`src/hw/rtl/utf8tc_pkg.sv`:
```
`timescale 1ns / 1ps
// ----------------------------------------------------------------------------
// utf8tc_pkg
// Shared types and constants for the UTF-8 transcoder.
// ----------------------------------------------------------------------------
package utf8tc_pkg;

    localparam int unsigned CodeWidth = 21;
    localparam int unsigned RoomWidth = 3;

    // register indexes
    localparam logic RegDirection = 1'b0;

    // direction codes
    localparam logic DirDecode = 1'b0;
    localparam logic DirEncode = 1'b1;

    // lead byte markers
    localparam logic [7:0] Lead2 = 8'hC0;
    localparam logic [7:0] Lead3 = 8'hE0;
    localparam logic [7:0] Lead4 = 8'hF0;
    localparam logic [7:0] ContMark = 8'h80;

    // encode length thresholds
    localparam logic [CodeWidth-1:0] Limit1 = 21'h00080;
    localparam logic [CodeWidth-1:0] Limit2 = 21'h00800;
    localparam logic [CodeWidth-1:0] Limit3 = 21'h10000;

    // one result of the transcoder
    typedef struct packed {
        logic [CodeWidth-1:0] value;
        logic                 last;
        logic                 error;
    } result_t;

endpackage

```
`src/hw/rtl/utf8tc_enc.sv`:
```
`timescale 1ns / 1ps
// ----------------------------------------------------------------------------
// utf8tc_enc
// Encode byte selector: given a code point, the room and the byte index,
// produce that UTF-8 byte, or the room error result.
// ----------------------------------------------------------------------------
module utf8tc_enc
(
    input  logic [utf8tc_pkg::CodeWidth-1:0] code,
    input  logic [utf8tc_pkg::RoomWidth-1:0] room,
    input  logic [1:0]                       idx,
    output utf8tc_pkg::result_t              res
);
    import utf8tc_pkg::*;

    logic [2:0] len;
    logic [1:0] len_m1;
    logic [1:0] sh;
    logic [5:0] chunk;
    logic [7:0] lead;
    logic [7:0] byte_val;
    logic       short_room;

    always_comb
    begin
        if (code < Limit1)
        begin
            len = 3'd1;
        end
        else if (code < Limit2)
        begin
            len = 3'd2;
        end
        else if (code < Limit3)
        begin
            len = 3'd3;
        end
        else
        begin
            len = 3'd4;
        end
    end

    assign len_m1     = 2'(len - 3'd1);
    assign sh         = 2'(len_m1 - idx);
    assign short_room = (room < len);

    // six-bit group of the code point that this byte carries
    always_comb
    begin
        case (sh)
            2'd0:    chunk = code[5:0];
            2'd1:    chunk = code[11:6];
            2'd2:    chunk = code[17:12];
            default: chunk = {3'b000, code[20:18]};
        endcase
    end

    always_comb
    begin
        case (len)
            3'd2:    lead = Lead2;
            3'd3:    lead = Lead3;
            default: lead = Lead4;
        endcase
    end

    assign byte_val = (idx == 2'd0) ? (lead | {2'b00, chunk}) : (ContMark | {2'b00, chunk});

    always_comb
    begin
        if (short_room)
        begin
            res.value = '0;
            res.last  = 1'b1;
            res.error = 1'b1;
        end
        else if (len == 3'd1)
        begin
            res.value = code;
            res.last  = 1'b1;
            res.error = 1'b0;
        end
        else
        begin
            res.value = {13'd0, byte_val};
            res.last  = (idx == len_m1);
            res.error = 1'b0;
        end
    end

endmodule

```
`src/hw/rtl/utf8_transcoder.sv`:
```
`timescale 1ns / 1ps
// ----------------------------------------------------------------------------
// utf8_transcoder
// UTF-8 transcoder: decodes bytes to code points or encodes code points to
// one to four bytes, direction chosen by a mode register.
//
//   channel  | handshake                      | payload
//   ---------+--------------------------------+--------------------------
//   input    | in_valid / in_ready            | in_value, room
//   output   | out_valid / out_ready          | out_value, last, error
//   config   | psel, penable, pwrite, pready  | paddr, pwdata, prdata
//
// An accepted item sits in an input register; one result per cycle moves to
// the output register while it is free. Decode takes one byte per item;
// encode emits one to four bytes per code point, or one error result. The
// input register reloads in the cycle its item finishes, and the output
// register reloads in the cycle its result is taken, so neither side idles.
// Reset clears the valid flags, the direction and the partial sequence.
// ----------------------------------------------------------------------------
module utf8_transcoder
(
    input  logic                              clk,
    input  logic                              rst_n,
    input  logic                              in_valid,
    output logic                              in_ready,
    input  logic [utf8tc_pkg::CodeWidth-1:0]  in_value,
    input  logic [utf8tc_pkg::RoomWidth-1:0]  room,
    output logic                              out_valid,
    input  logic                              out_ready,
    output logic [utf8tc_pkg::CodeWidth-1:0]  out_value,
    output logic                              last,
    output logic                              error,
    input  logic                              psel,
    input  logic                              penable,
    input  logic                              pwrite,
    input  logic [2:0]                        paddr,
    input  logic [31:0]                       pwdata,
    output logic [31:0]                       prdata,
    output logic                              pready
);
    import utf8tc_pkg::*;

    logic                 direction_reg;
    logic [1:0]           rem_reg, rem_next;
    logic [CodeWidth-1:0] part_reg, part_next;

    logic                 s1_valid_reg;
    logic [CodeWidth-1:0] s1_value_reg;
    logic [RoomWidth-1:0] s1_room_reg;
    logic [1:0]           s1_idx_reg;

    logic                 out_valid_reg;
    result_t              out_reg;

    logic                 cfg_write;
    logic                 out_free;
    logic                 s1_done;
    logic                 emit;
    logic                 dec_emit;
    logic [7:0]           dec_byte;
    result_t              enc_res;
    result_t              dec_res;
    result_t              res_sel;

    // configuration port
    assign pready    = 1'b1;
    assign cfg_write = psel && penable && pwrite;
    assign prdata    = (paddr[2] == RegDirection) ? {31'd0, direction_reg} : 32'd0;

    always_ff @(posedge clk or negedge rst_n)
    begin
        if (!rst_n)
        begin
            direction_reg <= DirDecode;
        end
        else if (cfg_write && (paddr[2] == RegDirection))
        begin
            direction_reg <= pwdata[0];
        end
    end

    // decode step
    assign dec_byte = s1_value_reg[7:0];

    always_comb
    begin
        rem_next  = rem_reg;
        part_next = part_reg;
        dec_emit  = 1'b0;
        dec_res.value = '0;
        dec_res.last  = 1'b1;
        dec_res.error = 1'b0;
        if (rem_reg != 2'd0)
        begin
            // shift in the continuation payload, top bits unchecked
            part_next = {part_reg[CodeWidth-7:0], dec_byte[5:0]};
            rem_next  = rem_reg - 2'd1;
            dec_emit  = (rem_reg == 2'd1);
            dec_res.value = part_next;
        end
        else if (!dec_byte[7])
        begin
            dec_emit      = 1'b1;
            dec_res.value = {13'd0, dec_byte};
        end
        else if (dec_byte[7:5] == 3'b110)
        begin
            part_next = {16'd0, dec_byte[4:0]};
            rem_next  = 2'd1;
        end
        else if (dec_byte[7:4] == 4'b1110)
        begin
            part_next = {17'd0, dec_byte[3:0]};
            rem_next  = 2'd2;
        end
        else
        begin
            part_next = {18'd0, dec_byte[2:0]};
            rem_next  = 2'd3;
        end
    end

    utf8tc_enc u_enc
    (
        .code (s1_value_reg),
        .room (s1_room_reg),
        .idx  (s1_idx_reg),
        .res  (enc_res)
    );

    assign out_free = !out_valid_reg || out_ready;
    assign res_sel  = (direction_reg == DirEncode) ? enc_res : dec_res;

    always_comb
    begin
        if (direction_reg == DirEncode)
        begin
            emit    = s1_valid_reg && out_free;
            s1_done = emit && enc_res.last;
        end
        else
        begin
            emit    = s1_valid_reg && out_free && dec_emit;
            s1_done = s1_valid_reg && (out_free || !dec_emit);
        end
    end

    assign in_ready = !s1_valid_reg || s1_done;

    // input register
    always_ff @(posedge clk or negedge rst_n)
    begin
        if (!rst_n)
        begin
            s1_valid_reg <= 1'b0;
            s1_idx_reg   <= 2'd0;
        end
        else
        begin
            if (in_ready)
            begin
                s1_valid_reg <= in_valid;
            end
            if (s1_done)
            begin
                s1_idx_reg <= 2'd0;
            end
            else if (emit)
            begin
                s1_idx_reg <= s1_idx_reg + 2'd1;
            end
        end
    end

    always_ff @(posedge clk)
    begin
        if (in_ready && in_valid)
        begin
            s1_value_reg <= in_value;
            s1_room_reg  <= room;
        end
    end

    // decode sequence state
    always_ff @(posedge clk or negedge rst_n)
    begin
        if (!rst_n)
        begin
            rem_reg  <= 2'd0;
            part_reg <= '0;
        end
        else if (cfg_write && (paddr[2] == RegDirection))
        begin
            rem_reg  <= 2'd0;
            part_reg <= '0;
        end
        else if (s1_done && (direction_reg == DirDecode))
        begin
            rem_reg  <= rem_next;
            part_reg <= part_next;
        end
    end

    // output register
    always_ff @(posedge clk or negedge rst_n)
    begin
        if (!rst_n)
        begin
            out_valid_reg <= 1'b0;
        end
        else if (emit)
        begin
            out_valid_reg <= 1'b1;
        end
        else if (out_ready)
        begin
            out_valid_reg <= 1'b0;
        end
    end

    always_ff @(posedge clk)
    begin
        if (emit)
        begin
            out_reg <= res_sel;
        end
    end

    assign out_valid = out_valid_reg;
    assign out_value = out_reg.value;
    assign last      = out_reg.last;
    assign error     = out_reg.error;

    // checks
    a_err_last: assert property (@(posedge clk) disable iff (!rst_n)
        out_valid && error |-> last && (out_value == '0))
        else $error("error result without last or with nonzero value");

    a_dec_single: assert property (@(posedge clk) disable iff (!rst_n)
        out_valid && (direction_reg == DirDecode) |-> last && !error)
        else $error("decode result must be single and error free");

    a_cfg_clear: assert property (@(posedge clk) disable iff (!rst_n)
        cfg_write && (paddr[2] == RegDirection) |=> (rem_reg == 2'd0) && (part_reg == '0))
        else $error("direction write did not clear partial sequence");

    a_idx_reset: assert property (@(posedge clk) disable iff (!rst_n)
        s1_done |=> (s1_idx_reg == 2'd0))
        else $error("byte index not rewound after item");

endmodule

```
`config.mk`:
```
export PLATFORM = sky130hd
export DESIGN_NAME = utf8_transcoder
export DESIGN_NICKNAME = d
export VERILOG_FILES = /design/src/hw/rtl/utf8tc_pkg.sv /design/src/hw/rtl/utf8tc_enc.sv /design/src/hw/rtl/utf8_transcoder.sv
export SDC_FILE = /design/constraint.sdc
export NUM_CORES = 1
export LEC_CHECK = 0
export BUFFER_PORTS_ARGS = -buffer_cell sky130_fd_sc_hd__buf_2
export CAP_MARGIN = 10
export CORE_MARGIN = 3
export CORE_UTILIZATION = 49
export DETAILED_ROUTE_END_ITERATION = 10
export GPL_TIMING_DRIVEN = 0
export PLACE_DENSITY = 0.8
export SETUP_SLACK_MARGIN = 0.05
export SLEW_MARGIN = 20
export SYNTH_ARGS = -nofsm -noshare
export SYNTH_HDL_FRONTEND = slang
export SYNTH_SLANG_ARGS = --single-unit
```
`constraint.sdc`:
```
create_clock -name clk -period 4.05 [get_ports clk]
set_input_delay 0.2025 -clock clk [delete_from_list [all_inputs] [get_ports clk]]
set_output_delay 0.2025 -clock clk [all_outputs]
set_load 0.005 [all_outputs]
```
### Yosys cells after proc, flatten, opt, wreduce, memory -nomap -nowiden

Index checks and enable logic that the tools add are counted.

| storage, ports and cells | value |
|---|---|
| register bits after elaboration | 69 |
| input port bits | 66 |
| output and inout bits | 58 |

| operators by class | value |
|---|---|
| add/subtract/negate cells | 4 |
| magnitude comparators | 4 |
| equal/unequal tests | 9 |
| multiplexer cells | 32 |
| bitwise operators | 3 |
| reductions and logical operators | 23 |

Operators with widths:

| operator | number |
|---|---|
| $mux W23 | 3 |
| $mux W15 | 4 |
| $lt A21 B12 Y1 const B | 1 |
| $lt A21 B17 Y1 const B | 1 |
| $lt A21 B8 Y1 const B | 1 |
| $mux W21 | 1 |
| $pmux W6 S3 | 1 |
| $mux W2 | 7 |
| $pmux W6 S2 | 1 |
| $logic_and A1 B1 Y1 | 9 |
| $mux W3 | 3 |
| $mux W1 | 8 |
| $mux W8 | 1 |
| $or A8 B6 Y8 | 1 |
| $reduce_bool A2 Y1 | 4 |
| $mux W7 | 1 |
| $eq A3 B2 Y1 const B | 2 |
| $mux W5 | 1 |
| $eq A2 B1 Y1 const B | 2 |
| $eq A4 B4 Y1 const B | 1 |
| $logic_not A2 Y1 | 2 |
| $mux W4 | 1 |
| $sub A2 B1 Y2 const B | 2 |
| $eq A3 B1 Y1 const B | 1 |
| 11 further kinds | 16 |

### Logic depth before layout (Yosys ltp)

Gate-level depths: netlist of run 1.

| depth | value |
|---|---|
| word-level depth | 17 |
| depth in mapped cells | 12 |
| gate-level depth less buffers | 11 |

### Cells and area by module

A second synthesis of run 1 with hierarchy kept.

| unflattened totals | value |
|---|---|
| cells, all modules | 318 |
| area, all modules | 3613.5 um^2 |

Modules (own cells, without submodules):

| module | instances | cells an instance | area each (um^2) | sequential area each (um^2) |
|---|---|---|---|---|
| utf8_transcoder | 1 | 236 | 2984.1 | 1961.9 |
| utf8tc_enc | 1 | 82 | 629.4 | 0.0 |

### Worst setup path after synthesis of run 1

OpenSTA, ideal clock, no wires.

| timing | value |
|---|---|
| path type | register to register |
| start point | reg s1_value_reg[20] |
| end point | reg out_reg (netlist bit out_value[4]) (data pin) |
| library setup time | 0.271 ns |
| arrival time | 2.978 ns |
| required time | 3.779 ns |
| setup slack | 0.801 ns |
| stages on the path, launching flop included | 11 |
| buffers on the path | 1 |
| cells stage by stage | edfxtp_1 or3_1 or3_1 buf_6 nor2_1 nor2_1 ha_1 xor3_1 a32o_1 a2111oi_0 nor3_1 |

RTL lines:

| item | RTL line | RTL |
|---|---|---|
| start, declared | utf8_transcoder.sv:48 | `logic [CodeWidth-1:0] s1_value_reg;` |
| start signal, assigned | utf8_transcoder.sv:179 | `s1_value_reg <= in_value;` |
| end signal, assigned | utf8_transcoder.sv:225 | `out_reg <= res_sel;` |
| end, declared | utf8_transcoder.sv:53 | `result_t out_reg;` |

### Final worst setup path of run 1

| timing | value |
|---|---|
| start point | reg s1_value_reg[20] |
| end point | reg s1_value_reg[0], enable pin |

| on the way | value |
|---|---|
| longest elaborated chain between the ends | 12 |

RTL lines:

| item | RTL line | RTL |
|---|---|---|
| $lt A21 B17 Y1 | utf8tc_enc.sv:34 | `else if (code < Limit3)` |
| $mux W3 | utf8tc_enc.sv:34 |  |
| $mux W3 | utf8tc_enc.sv:30 | `else if (code < Limit2)` |
| $mux W3 (*) | utf8tc_enc.sv:26 | `if (code < Limit1)` |
| $sub A2 B1 Y2 | utf8tc_enc.sv:44 | `assign len_m1 = 2'(len - 3'd1);` |
| $eq A2 B2 Y1 | utf8tc_enc.sv:87 | `res.last = (idx == len_m1);` |
| $mux W23 | utf8tc_enc.sv:78 | `else if (len == 3'd1)` |
| $mux W23 (*) | utf8tc_enc.sv:72 | `if (short_room)` |
| $logic_and A1 B1 Y1 (*) | utf8_transcoder.sv:139 | `s1_done = emit && enc_res.last;` |
| $mux W1 (*) | utf8_transcoder.sv:136 | `if (direction_reg == DirEncode)` |
| $logic_or A1 B1 Y1 (*) | utf8_transcoder.sv:148 | `assign in_ready = !s1_valid_reg \|\| s1_done;` |
| $logic_and A1 B1 Y1 (*) | utf8_transcoder.sv:177 | `if (in_ready && in_valid)` |

Every way passes the cells marked *; elsewhere a longest branch is shown, timed or not.
A chain may end at the register's enable or synchronous reset.

==> results.cfg, run 1 <==
[cts]
cts_tree = yes
post_cts_buffers = 0
cts_num_sinks = 69
insertion_delay_ns = 0.34
cts_max_level = 3
clk_path_buf_depth = 2
root_buffer = clkbuf_8
cts.clk_slew.worst_paths_ns = 0.07
cts_buffers = 9

[synthesis]
ys_types = 51
synth_top_area_share_pct = 42.9
syn_area_mm2 = 0.00329
syn_avg_cell_area_um2 = 12.8
ys.flop_type = edfxtp_1
synth_largest_area_cell = edfxtp_1
synth_area_leaders = edfxtp_1, dfrtp_1, buf_4, a22o_1, and2_1
synth_enable_flop_cells = 47
synth-seq-area-share_pct = 59.6
synth-seq-cells = 69
ys.warnings.count = 0
synthArstFlopShare_pct = 31.9
syn-instance-count = 257

[power_and_ir_drop]
power.density_mw_per_mm2 = 597
vdd.ir_drop.worst_mv = 0.316
p_leak_nw = 1.82

[layout]
n_antenna_cell = 0
stdcell_area_mm2 = 0.00411
final_layout_size_suffix_gt1_share_pct = 31.5
num-fill-cells = 517
areaGrowthSynthToFinish_pct = 24.9
fin_nets = 438
final_util_pct = 64.0

[timing]
post-route-min-period_ns = 3.70
slew_headroom_pct = 31.0
skew_ns = 0.00618
timing.setup.tns_ns = 0
drv_slew = 0
setup_viol = 0
rsz0062_at_grt = false
worstMarginPinSlew_ns = 1.03
layout_worst_path_cycle_share_pct = 91.4
hold_violations = 0
fmax_mhz = 270

[setup_path]
critPathCaptureType = flip-flop
critPathRequiredTime_ns = 4.01
criticalPathCategory = flip-flop to flip-flop
start_kind = flip-flop
arrival_ns = 3.66
worstPathMaxFanout = 24

[route]
dr.pass1.iters = 4
route.detailed.drc = 0
viasPerCell = 5.00
dr_total_vias = 2246
drtIter0Drc = 136
routed_wl_mm = 6.14
post_drt_wl_per_cell_um = 13.7
ant_nets = 0

[die]
initial_core_util_pct = 51.3
rows = 29
dieWidth_um = 88.0
die_y_um = 88.0
ios = 124
dieArea_mm2 = 0.00774
coreArea_mm2 = 0.00642

[placement]
port_buffers = 58
gp_congestion = 0.824
dpl.hpwl_mm = 4.48
place_area_mm2 = 0.00381

[global_route]
grt_overflow = 0
grt_pass1_vias = 2027
antenna_found_initial = 0
grt_max_degree = 25
grt.total_usage_pct = 16.6
grt_pass1_wl_mm = 9.52

[run_status]
status = complete, no violations

[worst_hold_path]
hold_path.class = input pin to flip-flop

[job]
drv_cap = 0
-- per-stage QoR --
step / power (mW) / cells / hold WS [ns] / setup WS [ns]
5_1_grt: 2.63 / 449 / 0.00418 / 0.146
6_report: 2.46 / 449 / 0.0320 / 0.350
4_1_cts: 2.47 / 440 / 0.00543 / 0.365
3_5_place_dp: 1.92 / 423 / 0.201 / 0.399
2_1_floorplan: 1.65 / 287 / -0.0931 / 0.801
3_3_place_gp: 1.87 / 422 / 0.193 / 0.413
-- per-layer routing --
metal	global-route usage (%)	share of wire (%)	up-vias
met3	7.06	6.6	12
met4	5.72	1.4	0
met1	19.8	41	1042
met2	27.1	51	79
li1	-	-	1113
met5	0	0	-
-- where the power goes --
group | switching, mW | total [mW] | internal, mW | leakage (nW)
clock network | 0.248 | 0.550 | 0.302 | 0.0995
registers | 0.129 | 1.16 | 1.03 | 0.740
logic | 0.399 | 0.745 | 0.346 | 0.982
-- worst paths after layout --
check                                   end  slack (ns)        startpoint  depth (start not counted)
max reg2reg                 s1_value_reg[0]        0.35  s1_value_reg[20]                         10
min reg2reg                    part_reg[10]        0.50      part_reg[10]                          1
min                        s1_value_reg[14]        0.03      in_value[14]                          1
max in group asynchronous       part_reg[8]        3.34             rst_n                          2
max                         s1_value_reg[0]        0.35  s1_value_reg[20]                         10
min in group asynchronous      part_reg[10]        0.38             rst_n                          2
-- synthesized netlist by cell type, types with 2 or more instances --
library cell / count
edfxtp_1: 47
buf_4: 32
dfrtp_1: 22
nor2_1: 19
a22o_1: 14
and2_1: 14
a21oi_1: 10
inv_1: 9
o21ai_0: 9
mux2i_1: 8
nor3_1: 7
nand2_1: 6
ha_1: 5
nand3_1: 4
clkbuf_1: 3
o21a_1: 3
or3_1: 3
conb_1: 2
mux4_2: 2
nand3b_1: 2
nor2b_1: 2
nor4_1: 2
o211ai_1: 2
o221ai_1: 2
o311ai_0: 2
-- cells by family (layout without fill, tap and decap cells) --
group | Yosys count | count (layout) | synth area share (%)
other | 2 | 32 | 0.228
adder cells (fa/ha/maj) | 5 | 5 | 1.90
XOR/XNOR | 2 | 2 | 0.988
flip-flops | 69 | 69 | 59.6
multiplexers | 11 | 11 | 4.60
AND/OR/NAND/NOR | 67 | 67 | 10.9
AO/OA/AOI/OAI | 55 | 55 | 12.7
buffers and inverters | 46 | 131 | 9.12
-- worst max-delay path, cell delays in order (launching register included) --
cell       delay (ns)
edfxtp_1         0.39
or3_1            0.41
or3_1            0.33
buf_6            0.15
nor2_1           0.23
nor2_1           0.10
ha_1             0.34
xor2_1           0.15
a2bb2oi_1        0.14
o2111ai_1        0.17
and3_1           0.90
-- placed cells by master (no fill, tap or decap), types with 2 or more instances in the layout --
cell type and count:
a21oi_1 10, a22o_1 14, and2_1 14, buf_2 58, buf_4 32, buf_6 2, clkbuf_1 4, clkbuf_8 10
clkinv_4 2, conb_1 32, dfrtp_1 22, dlygate4sd3_1 10, edfxtp_1 47, ha_1 5, inv_1 9, mux2i_1 8
mux4_2 2, nand2_1 6, nand3_1 4, nand3b_1 2, nor2_1 18, nor2b_1 2, nor3_1 7, o211ai_1 2
o21a_1 3, o21ai_0 9, o221ai_1 2, o311ai_0 2, or3_1 3
-- layout make-up --
cell class	count	area, µm²	area share (%)
sequential	69	1960	47.7
timing repair buffer	69	402	9.77
buffer	36	263	6.39
clock buffer	11	141	3.44
clock inverter	5	60.1	1.46
inverter	10	37.5	0.913
tap	77	96.3	2.34
multi-input combinational	172	1150	28.0
-- timing repair --
item | 4_1_cts | 5_1_grt
hold buffers | 1 | 9
resized for setup | 0 | 0
endpoints found under the setup margin | 0 | 0
hold endpoints to repair | 22 | 9
Power figures use the tool's default switching activity.
==> inputs of run 2 (changes only) <==
CORE_UTILIZATION = 48   (was 49)
CTS_CLUSTER_SIZE = 10   (was not set)
PLACE_DENSITY = not set   (was 0.8)
PLACE_DENSITY_LB_ADDON = 0.25   (was not set)
==> run 2 against run 1 <==
Net effect:
- fmax fell by 1.0%
- cell area down 1.2%
- via count decreased by 3.5%
- utilization down 1.5 points
- critical path type unchanged
- critical endpoint is now s1_value_reg[19]
==> results.cfg, run 2 (same netlist as run 1, synthesis figures left out) <==
[setup_path]
arrival_ns = 3.70
critPathCaptureType = flip-flop
critPathSlowestCell = and3_1
start_kind = flip-flop
reg2reg_from = s1_value_reg[20]
worstPathMaxFanout = 24
path_cells = or3_1, or3_1, buf_6, nor2_1, nor2_1, ha_1, xor2_1, a2bb2oi_1, o2111ai_1, and3_1
criticalPathCategory = flip-flop to flip-flop
slowest_delay_ns = 0.91
rr_endpoint = s1_value_reg[19]
reg2reg_slack_ns = 0.31
rr_worst_depth = 10
critPathRequiredTime_ns = 4.01

[die]
dieArea_mm2 = 0.00789
ios = 124
initial_core_util_pct = 50.7
die_y_um = 88.8
dieWidth_um = 88.8
coreArea_mm2 = 0.00649
rows = 29

[worst_hold_path]
hp-start = in_value[16]
holdPathEnd = s1_value_reg[16]
hold_path.class = input pin to flip-flop
hold_depth = 1

[timing]
rsz0062_at_grt = false
hold_violations = 0
drv_slew = 0
fin_hold_ws_ns = 0.0266
setup_viol = 0
worst_slack_ns = 0.311
timing.setup.tns_ns = 0
slew_headroom_pct = 29.6
post-route-min-period_ns = 3.74
worstMarginPinSlew_ns = 1.06
fmax_mhz = 267
skew_ns = 0.00648
layout_worst_path_cycle_share_pct = 92.3

[global_route]
grt_pass1_vias = 1947
antenna_found_initial = 0
grt_max_degree = 25
grt.total_usage_pct = 15.8
grt_overflow = 0
grt_pass1_wl_mm = 9.18

[route]
ant_nets = 0
routed_wl_mm = 6.00
dr.pass1.iters = 6
post_drt_wl_per_cell_um = 13.6
viasPerCell = 4.93
dr_total_vias = 2167
drtIter0Drc = 127
route.detailed.drc = 0

[power_and_ir_drop]
power.total_mw = 2.57
vdd.ir_drop.worst_mv = 0.294
power.density_mw_per_mm2 = 633
p_leak_nw = 1.80

[placement]
gp_congestion = 0.817
dpl.hpwl_mm = 4.49
placedCellCount = 423
place_ws_ns = 0.352
place_area_mm2 = 0.00381
port_buffers = 58

[cts]
hold_buffers = 1
clk_path_buf_depth = 2
ctsResizeCount = 0
cts_buffers = 9
cts_num_sinks = 69
insertion_delay_ns = 0.35
cts_tree = yes
cts.clk_slew.worst_paths_ns = 0.07
root_buffer = clkbuf_8
post_cts_buffers = 0
cts_max_level = 3

[job]
drv_cap = 0

[run_status]
status = complete, no violations

[layout]
layout_commonest_cell = buf_2
stdcell_area_mm2 = 0.00406
final_cells = 440
areaGrowthSynthToFinish_pct = 23.5
n_antenna_cell = 0
final_layout_size_suffix_gt1_share_pct = 32.0
final_util_pct = 62.6
layout_common_cells = buf_2, edfxtp_1, buf_4, conb_1, dfrtp_1
fin_nets = 429
run 2: changes by cell type in the layout (fill, tap and decap cells not counted), sizes merged:
cell,change
clkinvlp,-1
dlygate4sd3,-9
clkbuf,-1
bufinv,+2
run 2: final cells by class:
cell class | instances | area [µm²]
fill | 522 | 2430
multi-input combinational | 172 | 1150
timing repair buffer | 60 | 315
sequential | 69 | 1960
clock inverter | 6 | 111
inverter | 10 | 37.5
buffer | 36 | 263
tap | 77 | 96.3
clock buffer | 10 | 128
run 2: metal layers:
metal	part of all wire [%]	track usage [%]	vias to the layer above
li1	-	-	1100
met1	41	19.3	994
met2	52	26.7	64
met3	5.7	3.07	9
met4	1.4	7.97	0
met5	0	0	-
run 2: power by group:
group | switching [mW] | internal (mW) | total, mW
registers | 0.127 | 1.03 | 1.16
logic | 0.402 | 0.344 | 0.746
clock network | 0.258 | 0.409 | 0.667
total | 0.787 | 1.78 | 2.57
run 2: how the worst max path moves through the flow:
stage / from / slack (ns) / end / depth (start not counted)
after floorplan: s1_value_reg[20] / 0.80 / out_value[4] / 10
after CTS: s1_value_reg[20] / 0.30 / s1_value_reg[19] / 10
final: s1_value_reg[20] / 0.31 / s1_value_reg[19] / 10
after global routing: s1_value_reg[20] / 0.13 / s1_room_reg[2] / 10
after global placement: s1_value_reg[20] / 0.39 / s1_value_reg[13] / 10
after detailed placement: s1_value_reg[20] / 0.35 / s1_value_reg[13] / 10
run 2: worst max-delay path: cells and delay by family, from the launching register on:
family / cells / cell delay [ns]
buf+inv: 1 / 0.15
simple gates: 5 / 1.99
xor+xnor: 1 / 0.16
flops: 1 / 0.39
compound gates: 2 / 0.31
fa+ha+maj: 1 / 0.35
==> inputs of run 3 (changes only) <==
CORE_UTILIZATION = 55   (was 48)
CTS_BUF_LIST = sky130_fd_sc_hd__clkbuf_8   (was not set)
clock period = 4.4 ns   (was 4.05 ns; I/O delays follow)
==> run 3 against run 2 <==
Net effect:
- routed wire length rose by 3.3%
- setup slack better by 0.30 ns
- global-route usage rose by 2.9 points
- worst hold slack better by 0.023 ns
- register-to-register slack improved by 0.30 ns
- clock-buffer cell count did not move
- sequential power decreased by 8%
- critical path depth grew 1
- utilization grew 8.4 points
- critical path type unchanged
- critical endpoint is now out_value[4]
==> results.cfg, run 3 (same netlist as run 1, synthesis figures left out) <==
[global_route]
grt_overflow = 0
grt_max_degree = 25
grt.total_usage_pct = 18.8
antenna_found_initial = 0
grt_pass1_vias = 2210
grt_pass1_wl_mm = 10.2

[power_and_ir_drop]
power.density_mw_per_mm2 = 561
p_comb_share_pct = 30.6
internal-power_mw = 1.53
clkPwrFrac_pct = 21.6
p_switching_mw = 0.713
vdd.ir_drop.worst_mv = 0.285
seqPwrFrac_pct = 47.8
p_leak_nw = 1.79
p_sw_share_pct = 31.8

[timing]
skew_ns = 0.00792
fmax_mhz = 264
worstMarginPinSlew_ns = 0.971
hold_violations = 0
slew_headroom_pct = 35.3
post-route-min-period_ns = 3.79
rsz0062_at_grt = false
layout_worst_path_cycle_share_pct = 86.1
timing.setup.tns_ns = 0
setup_viol = 0
drv_slew = 0

[placement]
port_buffers = 58
place_area_mm2 = 0.00380
gp_congestion = 0.803
dpl.hpwl_mm = 4.67

[cts]
ctsResizeCount = 0
hold_buffers = 1
cts_buffers = 9
cts_max_level = 3
post_cts_buffers = 0
clk_path_buf_depth = 2
insertion_delay_ns = 0.34
cts_num_sinks = 69
root_buffer = clkbuf_8
cts_tree = yes
cts.clk_slew.worst_paths_ns = 0.07

[route]
viasPerCell = 5.09
ant_nets = 0
dr.pass1.iters = 4
dr_total_vias = 2213
drtIter0Drc = 137
post_drt_wl_per_cell_um = 14.3
routed_wl_mm = 6.20
route.detailed.drc = 0

[layout]
layout_common_cells = buf_2, edfxtp_1, buf_4, conb_1, dfrtp_1
layout_commonest_cell = buf_2
stdcell_area_mm2 = 0.00400
fin_nets = 429
num-fill-cells = 422
areaGrowthSynthToFinish_pct = 21.6
final_layout_size_suffix_gt1_share_pct = 31.1
n_antenna_cell = 0

[setup_path]
slowest_delay_ns = 0.57
start_kind = flip-flop
critPathSlowestCell = xor3_1
criticalPathCategory = flip-flop to flip-flop
crit_top_cell = nor2_1
critPathCaptureType = flip-flop
arrival_ns = 3.85
critPathRequiredTime_ns = 4.46
worstPathMaxFanout = 10
path_cells = or3_1, or3_1, buf_6, nor2_1, nor2_1, ha_1, xor3_1, mux2i_1, nor2_1, a2111oi_0, nor3_1

[run_status]
status = complete, no violations

[die]
coreArea_mm2 = 0.00564
die_y_um = 83.4
rows = 27
dieArea_mm2 = 0.00695
dieWidth_um = 83.4
ios = 124
initial_core_util_pct = 58.3

[job]
drv_cap = 0

[worst_hold_path]
hold_path.class = input pin to flip-flop
run 3: cell count changes in the layout (fill, tap and decap cells not counted):
cell and change:
clkinv_4 -2, clkinv_1 +1, bufinv_16 -2, buf_8 -1, clkbuf_1 -1, clkbuf_8 +1, inv_1 +3, buf_6 +1
run 3: worst paths after layout:
check	start	endpoint	slack, ns	cells after the start
worst max-delay path	s1_value_reg[20]	out_value[4]	0.61	11
worst min-delay path	in_value[19]	s1_value_reg[19]	0.05	1
worst max register to register	s1_value_reg[20]	out_value[4]	0.61	11
worst min register to register	part_reg[13]	part_reg[13]	0.50	1
max in group asynchronous	rst_n	rem_reg[0]	3.65	2
min in group asynchronous	rst_n	s1_valid_reg	0.40	2
run 3: final cells by class:
class                           instances  area [µm²]  area share [%]
Timing Repair Buffer                   60         312            7.79
Sequential cell                        69        1960            49.0
Clock buffer                           10         138            3.44
Buffer                                 36         263            6.57
Multi-Input combinational cell        172        1150            28.8
Clock inverter                          6        48.8            1.22
Inverter                               10        37.5           0.938
Tap cell                               72        90.1            2.25
run 3: through the flow:
stage	util [%]	cells	hold slack (ns)	setup slack, ns	power (mW)
after floorplan	-	287	-0.0756	1.15	1.52
after global placement	67.1	417	0.208	0.757	1.72
after detailed placement	67.4	418	0.217	0.695	1.77
after CTS	70.9	435	0.0366	0.652	2.25
after global routing	70.9	435	0.0382	0.401	2.38
final	70.9	435	0.0495	0.611	2.24
run 3: routing by layer:
layer / track usage (%) / wire (µm)
met1: 21.0 / 2400
met2: 32.4 / 3230
met3: 4.17 / 402
met4: 11.3 / 172
met5: 0 / 0
run 3: power groups by stage:
stage / sequential [mW] / clock [mW] / combinational, mW
floorplan: 1.06 / 0 / 0.457
global placement: 1.07 / 0 / 0.646
detailed placement: 1.08 / 0 / 0.686
CTS: 1.07 / 0.492 / 0.688
global route: 1.10 / 0.526 / 0.758
finish: 1.07 / 0.485 / 0.686
run 3: worst max-delay path, delay by kind of cell (launching register included):
kind,cells,cell delay [ns]
XOR/XNOR,1,0.57
adder cells (fa/ha/maj),1,0.35
multiplexers,1,0.24
AO/OA/AOI/OAI,1,0.51
buffers and inverters,1,0.15
AND/OR/NAND/NOR,6,1.31
flip-flops,1,0.38
